==> src/hdl/lkv_pkg.sv <==
// ----------------------------------------------------------------------------
// lkv_pkg
// Shared types and constants for the LRU key-value cache.
// ----------------------------------------------------------------------------
`default_nettype none

package lkv_pkg;

    // request operation codes
    localparam logic OP_GET = 1'b0;
    localparam logic OP_PUT = 1'b1;

    // configuration register map
    localparam logic REG_CAPACITY = 1'b0;
    localparam int   CAP_W        = 11;
    localparam logic [CAP_W-1:0] CAP_RESET = 11'd1024;

    // field widths
    localparam int KEY_W  = 64;
    localparam int SLOT_W = 10;

    // control sequencer states
    typedef enum logic [2:0] {
        ST_IDLE,
        ST_SCAN,
        ST_LREAD,
        ST_LUNL,
        ST_LFRONT,
        ST_LFRONT2,
        ST_DONE
    } t_lkv_state;

endpackage

`default_nettype wire

==> src/hdl/lkv_cfg.sv <==
// ----------------------------------------------------------------------------
// lkv_cfg
// APB register block holding the capacity register.
// ----------------------------------------------------------------------------
`default_nettype none

module lkv_cfg (
    input  wire logic                      i_clk,
    input  wire logic                      i_rst_n,
    input  wire logic                      psel,
    input  wire logic                      penable,
    input  wire logic                      pwrite,
    input  wire logic [2:0]                paddr,
    input  wire logic [31:0]               pwdata,
    output logic      [31:0]               prdata,
    output logic                           pready,
    output logic      [lkv_pkg::CAP_W-1:0] o_capacity
);
    import lkv_pkg::*;

    logic [CAP_W-1:0] r_capacity;
    logic             wr_en;

    assign pready = 1'b1;
    assign wr_en  = psel && penable && pwrite && pready && (paddr[2] == REG_CAPACITY);

    // capacity register write
    always_ff @(posedge i_clk) begin
        if (!i_rst_n) begin
            r_capacity <= CAP_RESET;
        end else if (wr_en) begin
            r_capacity <= pwdata[CAP_W-1:0];
        end
    end

    // read back
    always_comb begin
        prdata = '0;
        if (paddr[2] == REG_CAPACITY) begin
            prdata = {{(32-CAP_W){1'b0}}, r_capacity};
        end
    end

    assign o_capacity = r_capacity;

endmodule

`default_nettype wire

==> config.mk <==
export PLATFORM = sky130hd
export DESIGN_NAME = lkv_cfg
export DESIGN_NICKNAME = d
export VERILOG_FILES = /design/src/hdl/lkv_pkg.sv /design/src/hdl/lkv_cfg.sv
export SDC_FILE = /design/constraint.sdc
export NUM_CORES = 1
export LEC_CHECK = 0
export ABC_AREA = 0
export BUFFER_PORTS_ARGS = -buffer_cell sky130_fd_sc_hd__buf_2
export CORE_MARGIN = 3
export CORE_UTILIZATION = 32
export DETAILED_ROUTE_END_ITERATION = 8
export PLACE_DENSITY = 0.78
export SKIP_CTS_REPAIR_TIMING = 1
export SLEW_MARGIN = 20
export SYNTH_ARGS = -nofsm -noshare
export SYNTH_HDL_FRONTEND = slang
export SYNTH_SLANG_ARGS = --single-unit
==> constraint.sdc <==
create_clock -name i_clk -period 1 [get_ports i_clk]
set_input_delay 0.1 -clock i_clk [delete_from_list [all_inputs] [get_ports i_clk]]
set_output_delay 0.1 -clock i_clk [all_outputs]
set_load 0.01 [all_outputs]
==> summary.md, run 1 <==
| Metric | Value |
|---|---|
| Post-synthesis async set-or-reset flop share | `0%` |
| Reg2reg setup slack | `~0.34 ns` |
| Grt total ovfl | `0` |
| Vias in the first global route | `479` |
| Worst reg2reg startpoint | `o_capacity[7]$_SDFFE_PN0P_` |
| Initial Util | `around a third` |
| Fillers | `226` |
| Slowest cell on crit path | `dfxtp_2` |
| Post-DP Area | `approximately 840 um2` |
| Post-synth top area share | `between 30% and 40%` |
| Largest net degree at the start of global routing | `14` |
| Setup Skew | `0 ns` |
| Worst skew pair latency | `~0.26 ns` |
| Count leader, synth | `buf_4` |
| Cts bufs inserted | `3` |
| Setup crit start | `o_capacity[4]$_SDFFE_PN0P_` |
| Max reg flops | `11` |
| Area of the multi-input gates | `~370 um2` |
| Routed Wire Length | `approximately 1.4 mm` |
| Hold Crit Start | `pwdata[8]` |
| Initial antenna violation count | `0` |
| Worst Setup End Kind | `primary output` |
| Layout cell share with drive strength beyond 1 | `between 40% and 50%` |
| Post-Synthesis Cell Area | `709.4 um2` |
| Synth-to-Final Area Change | `26.10%` |
| EDFF count, synth | `0` |
| Port Buf Inserts | `38` |
| Unrepaired setup endpoints after global routing | `yes` |
| Ant diodes | `0` |
| WHS Endpoint | `o_capacity[8]$_SDFFE_PN0P_` |
| Finish-stage setup viols | `0` |
| Post-Synthesis Cells | `84` |
| Syn Area/Cell | `8.446 um2` |
| Routed Antenna Nets | `0` |
| Die Ht | `between 50 and 60 um` |
| Clk slew on worst S/H paths | `about 0.070 ns` |
| Fin crit period | `0.9610 ns` |
| Vias per inst | `a little under 4` |
| Crit Path Max Fanout | `3` |
| Final worst path period share | `96.10%` |
| YS warnings | `0` |
| Worst Setup Path Type | `flop to primary output` |
| Gpl congestion | `0.5932` |
| Buf+Inv Stages, Crit Path | `1` |
| Power Dens Cells | `between 1000 and 1500 nW/um2` |
| Clk root buf | `clkbuf_4` |
| Top cells by count, synth | `buf_4, nand2_1, nor2b_1` |
| Max_cap viols | `0` |
| VDD IR max | `between 0.0004 and 0.0005 V` |
| Post-route design area | `between 800 and 900 um2` |
| Sequential share of the synthesized area | `a little under a third` |
| Die Wd | `roughly 53 um` |
| Drt first-iter violations | `2` |
| Largest stage delay, worst path | `about 0.33 ns` |
| GRT Util Overall | `~10%` |
| Leading area contributor after synthesis | `dfxtp_1` |
| CTS HTree Levels | `1` |
| Register area | `between 200 and 250 um2` |
| # IOs | `84` |
| CP required | `roughly 0.9 ns` |
| CP Launch Type | `flop` |
| Post-DP HPWL | `1.135 mm` |
| Clk sinks | `11` |
| Min-Delay Path Class | `input port to flop` |
| Worst reg2reg path endpoint | `o_capacity[7]$_SDFFE_PN0P_` |
| Clock buffer depth | `2` |
| Critical-path cell list | `nor2b_2 > buf_2` |
| DRT Pass-1 Iters | `2` |
| Die area | `approximately 2800 um2` |
| Pleak | `approximately 0.00048 uW` |
| Outcome | `finished, final reports clean` |
| Yosys cell types | `10` |
| Hold depth | `3` |
| Main synth FF type | `dfxtp_1` |
| R2R cell count | `3` |
| # rows | `16` |
| Total vias in the final route | `just under 600` |
| Final Hold Violating Endpoints | `0` |
| Pins Over Slew Limit | `0` |
| Core ar. | `around 2000 um2` |
| # nets final | `around 170` |
| Post-synthesis register bit count | `11` |
| Arrival time worst endpoint | `around 0.86 ns` |
| Top delay family on crit path | `flip-flops` |
| Max frequency | `about 1.0 GHz` |
| Routed WL per cell | `between 9 and 10 um` |
| Largest cells by area after synthesis | `dfxtp_1, buf_4, mux2i_1` |
| TritonCTS clock tree | `built` |
| Number of remaining DRC errors | `0` |
| First-pass GRT wire length | `about 2.1 mm` |
| Total negative slack | `0 ns` |
[where the power goes]
group	switching (uW)	leakage, uW	internal, uW
sequential	5.52	0.0000930	449
combinational	97.1	0.000368	66.1
clock	151	0.0000150	154
[layout make-up]
type / count / share of cell area [%]
Multi-Input combinational cell: 67 / 41.26
Sequential cell: 11 / 26.01
Tap cell: 27 / 3.776
Clock buffer: 4 / 2.937
Timing Repair Buffer: 42 / 26.01
[stage by stage]
step           instances  power (uW)  utilization [%]  setup slack, ns  hold WS (ns)
2_1_floorplan        104       626.1                -           0.2070        0.2421
3_3_place_gp         145       618.9            41.34          0.04175        0.3469
3_5_place_dp         145       622.8            41.34         0.002693        0.3570
4_1_cts              149       940.9            42.64         -0.01791       0.06816
5_1_grt              151       990.2            44.25         -0.01767       0.06071
6_report             151       922.2            44.25          0.03902       0.07218
[cells in the final DEF (no fill, tap or decap)]
cell type	Yosys	layout
buf_2	3	38
conb_1	2	22
nand2_1	20	20
mux2i_1	11	11
nor2b_1	12	10
dfxtp_2	0	10
clkbuf_4	0	3
buf_4	22	3
nor2b_2	0	2
and4b_4	1	1
and2b_1	1	1
clkbuf_1	0	1
dfxtp_1	11	1
buf_12	1	1
[tightest hold or removal path, delay by kind of cell]
family | cells | cell delay, ns
buffers and inverters | 1 | 0.10
AND/OR/NAND/NOR | 1 | 0.05
multiplexers | 1 | 0.05
[how the worst max path moves through the flow]
stage	end	slack, ns	cells after the start
2_1_floorplan	o_capacity[0]$_SDFFE_PN0P_	0.21	3
3_3_place_gp	o_capacity[5]$_SDFFE_PN0P_	0.04	3
3_5_place_dp	o_capacity[6]$_SDFFE_PN0P_	0.003	3
4_1_cts	prdata[4]	-0.02	2
5_1_grt	prdata[1]	-0.02	2
6_report	prdata[4]	0.04	2
[per-layer routing]
| layer | GRT usage, % | routed length (um) | vias up |
|---|---|---|---|
| met3 | 3.380 | 161 | 0 |
| met5 | 0 | 0 | - |
| met4 | 2.553 | 0 | 0 |
| met2 | 17.56 | 680 | 36 |
| li1 | - | - | 299 |
| met1 | 11.97 | 588 | 258 |
[logic make-up (layout without fill, tap and decap cells)]
family	Yosys count	after routing	synth area share, %
other	2	22	1.059
DFF	11	11	31.04
and+or+nand+nor	34	34	24.16
muxes	11	11	15.52
buffers and inverters	26	46	28.22
Power figures use the tool's default switching activity.
==> inputs of run 2 (changes only) <==
CORE_UTILIZATION = 34   (was 32)
CTS_BUF_LIST = sky130_fd_sc_hd__clkbuf_4   (was not set)
PLACE_DENSITY = 0.82   (was 0.78)
==> run 2 against run 1 <==
Effect of this change:
- utilization rose by 5.1 points
- global-route usage rose by 0.28 points
- via count rose by 0.17%
- critical path type unchanged
- largest cell class unchanged
- largest power group unchanged
==> summary.md, run 2 (same netlist as run 1, synthesis figures left out) <==
| Metric | Value |
|---|---|
| Die Wd | `51.68 um (-2.6%)` |
| Drt first-iter violations | `6 (+4)` |
| Vias per inst | `3.960 (+0.84%)` |
| Routed Wire Length | `1.495 mm (+4.5%)` |
| Max reg flops | `11 (unchanged)` |
| Pleak | `0.0004847 uW (+1.9%)` |
| GRT Util Overall | `10.46% (+0.28 points)` |
| DRT Pass-1 Iters | `4 (+2)` |
| Die area | `2671 um2 (-5.2%)` |
| Grt total ovfl | `0 (unchanged)` |
| CTS HTree Levels | `1 (unchanged)` |
| Clk sinks | `11 (unchanged)` |
| Crit Path Max Fanout | `2 (-1)` |
| Clk root buf | `clkbuf_4` |
| Cts bufs inserted | `3 (unchanged)` |
| CP Launch Type | `flop` |
| CP required | `0.90 ns (about the same)` |
| Placed Instances | `143 (-1.4%)` |
| Min-Delay Path Class | `input port to flop` |
| Number of remaining DRC errors | `0 (unchanged)` |
| Met2 Wirelength | `780 um (+15%)` |
| Core ar. | `1839 um2 (-9.0%)` |
| Finish-stage setup viols | `0 (unchanged)` |
| Total negative slack | `0 ns (unchanged)` |
| Final Hold Violating Endpoints | `0 (unchanged)` |
| # nets final | `166 (+0.61%)` |
| TritonCTS clock tree | `built` |
| First-pass GRT wire length | `2.097 mm (+1.6%)` |
| # rows | `15 (-1)` |
| Arrival time worst endpoint | `0.87 ns (about the same)` |
| Total vias in the final route | `594 (+0.17%)` |
| Die Ht | `51.68 um (-2.6%)` |
| Post-route design area | `908.4 um2 (+1.5%)` |
| Clock buffer depth | `2 (unchanged)` |
| Commonest non-fill, non-tap cell in the layout | `buf_2` |
| M1 WL | `558 um (-5.1%)` |
| VDD IR max | `0.0007090 V (+45%)` |
| Initial Util | `38.57% (+3.5 points)` |
| Port Buf Inserts | `38 (unchanged)` |
| Ant diodes | `0 (unchanged)` |
| Gpl congestion | `0.6006 (+1.2%)` |
| Power Dens Cells | `1043 nW/um2 (+1.2%)` |
| Outcome | `finished, final reports clean` |
| Layout cell share with drive strength beyond 1 | `48.00% (+1.2 points)` |
| Worst Setup End Kind | `primary output` |
| Synth-to-Final Area Change | `28.04%` |
| DR top layer | `met3` |
| Post-DP HPWL | `1.202 mm (+5.9%)` |
| Max frequency | `1.033 GHz (-0.69%)` |
| Unrepaired setup endpoints after global routing | `yes` |
| Final worst path period share | `96.76% (+0.67 points)` |
| Routed WL per cell | `9.967 um (+5.2%)` |
| Largest net degree at the start of global routing | `13 (-1)` |
| Worst skew pair latency | `0.26 ns (about the same)` |
| Met3 WL | `156 um (-3.1%)` |
| Fin crit period | `0.9676 ns (+0.006668 ns)` |
| Vias in the first global route | `473 (-1.3%)` |
| Non-Filler Instances | `150 (-0.66%)` |
| Worst Setup Path Type | `flop to primary output` |
| Initial antenna violation count | `0 (unchanged)` |
| Commonest cells after routing, fill and taps aside | `buf_2, conb_1, nand2_1` |
| Post-DP Area | `833.3 um2 (-0.30%)` |
| Pins Over Slew Limit | `0 (unchanged)` |
| Setup Skew | `0 ns (unchanged)` |
| Clk slew on worst S/H paths | `0.07 ns (about the same)` |
| # IOs | `84 (unchanged)` |
| Max_cap viols | `0 (unchanged)` |
| Routed Antenna Nets | `0 (unchanged)` |
==> run 2: cell count changes in the layout (fill, tap and decap cells not counted), sizes merged <==
cell / before / now
buf: 42 / 43
==> run 2: power by group <==
group	internal [uW]	leakage, uW	total [uW]	switching [uW]
registers	449	0.0000930	455	5.71
logic	67.7	0.000373	166	98.6
clock network	181	0.0000184	327	146
total	698	0.000485	947	250
==> run 2: final timing paths <==
kind         slack (ns)                          to  cells after the start                  startpoint
max                0.03                   prdata[6]                      2  o_capacity[6]$_SDFFE_PN0P_
min                0.07  o_capacity[5]$_SDFFE_PN0P_                      3                   pwdata[5]
max reg2reg        0.33  o_capacity[6]$_SDFFE_PN0P_                      3  o_capacity[6]$_SDFFE_PN0P_
min reg2reg        0.46  o_capacity[3]$_SDFFE_PN0P_                      2  o_capacity[3]$_SDFFE_PN0P_
==> run 2: stage by stage <==
stage	util [%]	hold slack, ns	total power (uW)	setup slack, ns
floorplan	-	0.2421	626.1	0.2070
global placement	45.31	0.3490	618.7	0.04564
detailed placement	45.31	0.3551	622.4	0.001416
CTS	46.94	0.06362	959.6	0.00008976
global route	49.39	0.06022	1014	-0.03015
finish	49.39	0.06742	947.5	0.03236
==> run 2: metal layers <==
metal	track usage, %	up-vias
li1	-	298
met1	10.84	258
met2	19.92	38
met3	3.438	0
met4	2.620	0
met5	0	-
==> run 2: area by class of cell <==
class,count,area [um2]
Tap cell,25,31.28
Fill cell,190,930.9
Timing Repair Buffer,43,240.2
Sequential cell,11,232.7
Multi-Input combinational cell,67,374.1
Clock buffer,4,30.03
==> run 2: critical path: stages (launching register included) <==
cell	delay, ns
dfxtp_2	0.33
nor2b_1	0.13
buf_2	0.14
==> inputs of run 3 (changes only) <==
==> constraint.sdc (replaced) <==
create_clock -name i_clk -period 1 [get_ports i_clk]
set_input_delay 0.2 -clock i_clk [delete_from_list [all_inputs] [get_ports i_clk]]
set_output_delay 0.2 -clock i_clk [all_outputs]
set_load 0.01 [all_outputs]
==> run 3 against run 2 <==
Effect of this change:
- the flow now finishes with violations (negative setup slack)
- sequential share of layout area decreased by 1.8 points
- worst hold slack improved by 0.096 ns
- combinational power up 9%
- clock skew is the same
- non-clock buffer count increased by 5
- register-to-register slack barely moved
- critical path type unchanged
- critical endpoint unchanged
==> summary.md, run 3 (same netlist as run 1, synthesis figures left out) <==
| Metric | Value |
|---|---|
| Internal | `708.6 uW (+1.6%)` |
| # nets final | `171 (+3.0%)` |
| Max reg flops | `11 (unchanged)` |
| DRT Pass-1 Iters | `3 (-1)` |
| Crit Path Max Fanout | `2 (unchanged)` |
| Commonest non-fill, non-tap cell in the layout | `buf_2` |
| Pleak | `0.0005257 uW (+8.5%)` |
| Final worst slack | `-0.06650 ns (-0.09886 ns)` |
| Setup Skew | `0 ns (unchanged)` |
| Power share of the clock group | `34.1% (-0.4 points)` |
| Final worst path period share | `106.7% (+9.9 points)` |
| Worst skew pair latency | `0.26 ns (about the same)` |
| Core ar. | `1839 um2 (unchanged)` |
| Die area | `2671 um2 (unchanged)` |
| Power Dens Cells | `985.9 nW/um2 (-5.5%)` |
| Failing checks | `negative setup slack` |
| Vias in the first global route | `534 (+13%)` |
| Drt first-iter violations | `5 (-1)` |
| Synth-to-Final Area Change | `38.27%` |
| VDD IR max | `0.0004816 V (-32%)` |
| Post-DP HPWL | `1.185 mm (-1.4%)` |
| Total vias in the final route | `611 (+2.9%)` |
| Post-route design area | `980.9 um2 (+8.0%)` |
| Final Hold Violating Endpoints | `0 (unchanged)` |
| Gpl congestion | `0.6219 (+3.5%)` |
| Routed Wire Length | `1.619 mm (+8.3%)` |
| Clk slew on worst S/H paths | `0.08 ns (about the same)` |
| Worst Setup End Kind | `primary output` |
| Largest net degree at the start of global routing | `13 (unchanged)` |
| CP Launch Type | `flop` |
| Die Ht | `51.68 um (unchanged)` |
| Number of remaining DRC errors | `0 (unchanged)` |
| Worst Setup Path Type | `flop to primary output` |
| Port Buf Inserts | `38 (unchanged)` |
| Cts bufs inserted | `3 (unchanged)` |
| GRT Util Overall | `11.01% (+0.55 points)` |
| # rows | `15 (unchanged)` |
| Max frequency | `0.9376 GHz (-9.3%)` |
| Non-Filler Instances | `155 (+3.3%)` |
| Vias per inst | `3.942 (-0.46%)` |
| Combinational Power Share | `18.8% (+1.3 points)` |
| Routed Antenna Nets | `0 (unchanged)` |
| Die Wd | `51.68 um (unchanged)` |
| Arrival time worst endpoint | `0.87 ns (about the same)` |
| Post-DP Area | `828.3 um2 (-0.60%)` |
| Clk sinks | `11 (unchanged)` |
| Unrepaired setup endpoints after global routing | `yes` |
| TritonCTS clock tree | `built` |
| Total negative slack | `-0.5921 ns (-0.5921 ns)` |
| Outcome | `complete, but fails checks` |
| Min-Delay Path Class | `input port to flop` |
| Pins Over Slew Limit | `0 (unchanged)` |
| Final core occ | `53.33% (+3.9 points)` |
| Ant diodes | `0 (unchanged)` |
| Placed Instances | `144 (+0.70%)` |
| Fin crit period | `1.067 ns (+0.09886 ns)` |
| Grt total ovfl | `0 (unchanged)` |
| Initial antenna violation count | `0 (unchanged)` |
| Finish-stage setup viols | `14 (+14)` |
| Clock buffer depth | `2 (unchanged)` |
| # IOs | `84 (unchanged)` |
| CTS HTree Levels | `1 (unchanged)` |
| First-pass GRT wire length | `2.221 mm (+5.9%)` |
| Initial Util | `38.57% (unchanged)` |
| Sequential Power Share | `47.1% (-0.9 points)` |
| P_sw | `258.6 uW (+3.5%)` |
| CP required | `0.80 ns (-0.10 ns)` |
| Sw frac | `26.74% (+0.36 points)` |
| Clk root buf | `clkbuf_4` |
| Commonest cells after routing, fill and taps aside | `buf_2, conb_1, nand2_1` |
| Max_cap viols | `0 (unchanged)` |
| Layout cell share with drive strength beyond 1 | `51.54% (+3.5 points)` |
| Routed WL per cell | `10.45 um (+4.8%)` |
-- run 3: cell count changes in the layout (fill, tap and decap cells not counted), sizes merged --
cell,delta
buf,+5
-- run 3: stage by stage --
step / power, uW / hold slack (ns) / setup slack [ns]
final: 967.1 / 0.1634 / -0.06650
after global placement: 615.5 / 0.4474 / -0.05143
after CTS: 954.1 / 0.1670 / -0.1081
after detailed placement: 620.3 / 0.4547 / -0.09155
after global routing: 1038 / 0.1598 / -0.1352
after floorplan: 626.1 / 0.3421 / 0.1070
-- run 3: critical path, cell delays in order, from the launching register on --
cell     delay, ns
dfxtp_2       0.34
nor2b_1       0.12
buf_2         0.14
-- run 3: path summary, 6_finish.rpt --
kind | start | end | slack, ns | cells past startpoint
worst max register to register | o_capacity[2]$_SDFFE_PN0P_ | o_capacity[2]$_SDFFE_PN0P_ | 0.32 | 3
worst min-delay path | pwdata[5] | o_capacity[5]$_SDFFE_PN0P_ | 0.16 | 3
worst min register to register | o_capacity[5]$_SDFFE_PN0P_ | o_capacity[5]$_SDFFE_PN0P_ | 0.46 | 2
worst max-delay path | o_capacity[6]$_SDFFE_PN0P_ | prdata[6] | -0.07 | 2
-- run 3: routing by layer --
layer	up-vias	global-route usage, %	wire length [um]
li1	307	-	-
met1	268	10.70	640
met2	36	22.03	832
met3	0	4.298	146
met4	0	1.310	0
met5	-	0	0
-- run 3: power by group through the flow --
stage / clock (uW) / combinational, uW / sequential, uW
after floorplan: 0 / 158 / 468
after global placement: 0 / 153 / 463
after detailed placement: 0 / 156 / 464
after CTS: 344 / 157 / 454
after global routing: 380 / 201 / 457
final: 330 / 181 / 456
-- run 3: final cells by class --
class / count / area [um2]
clock buffers: 4 / 30.03
flip-flops and latches: 11 / 234.0
multi-input cells: 67 / 381.6
well taps: 25 / 31.28
repair buffers: 48 / 304.0
fillers: 186 / 858.3
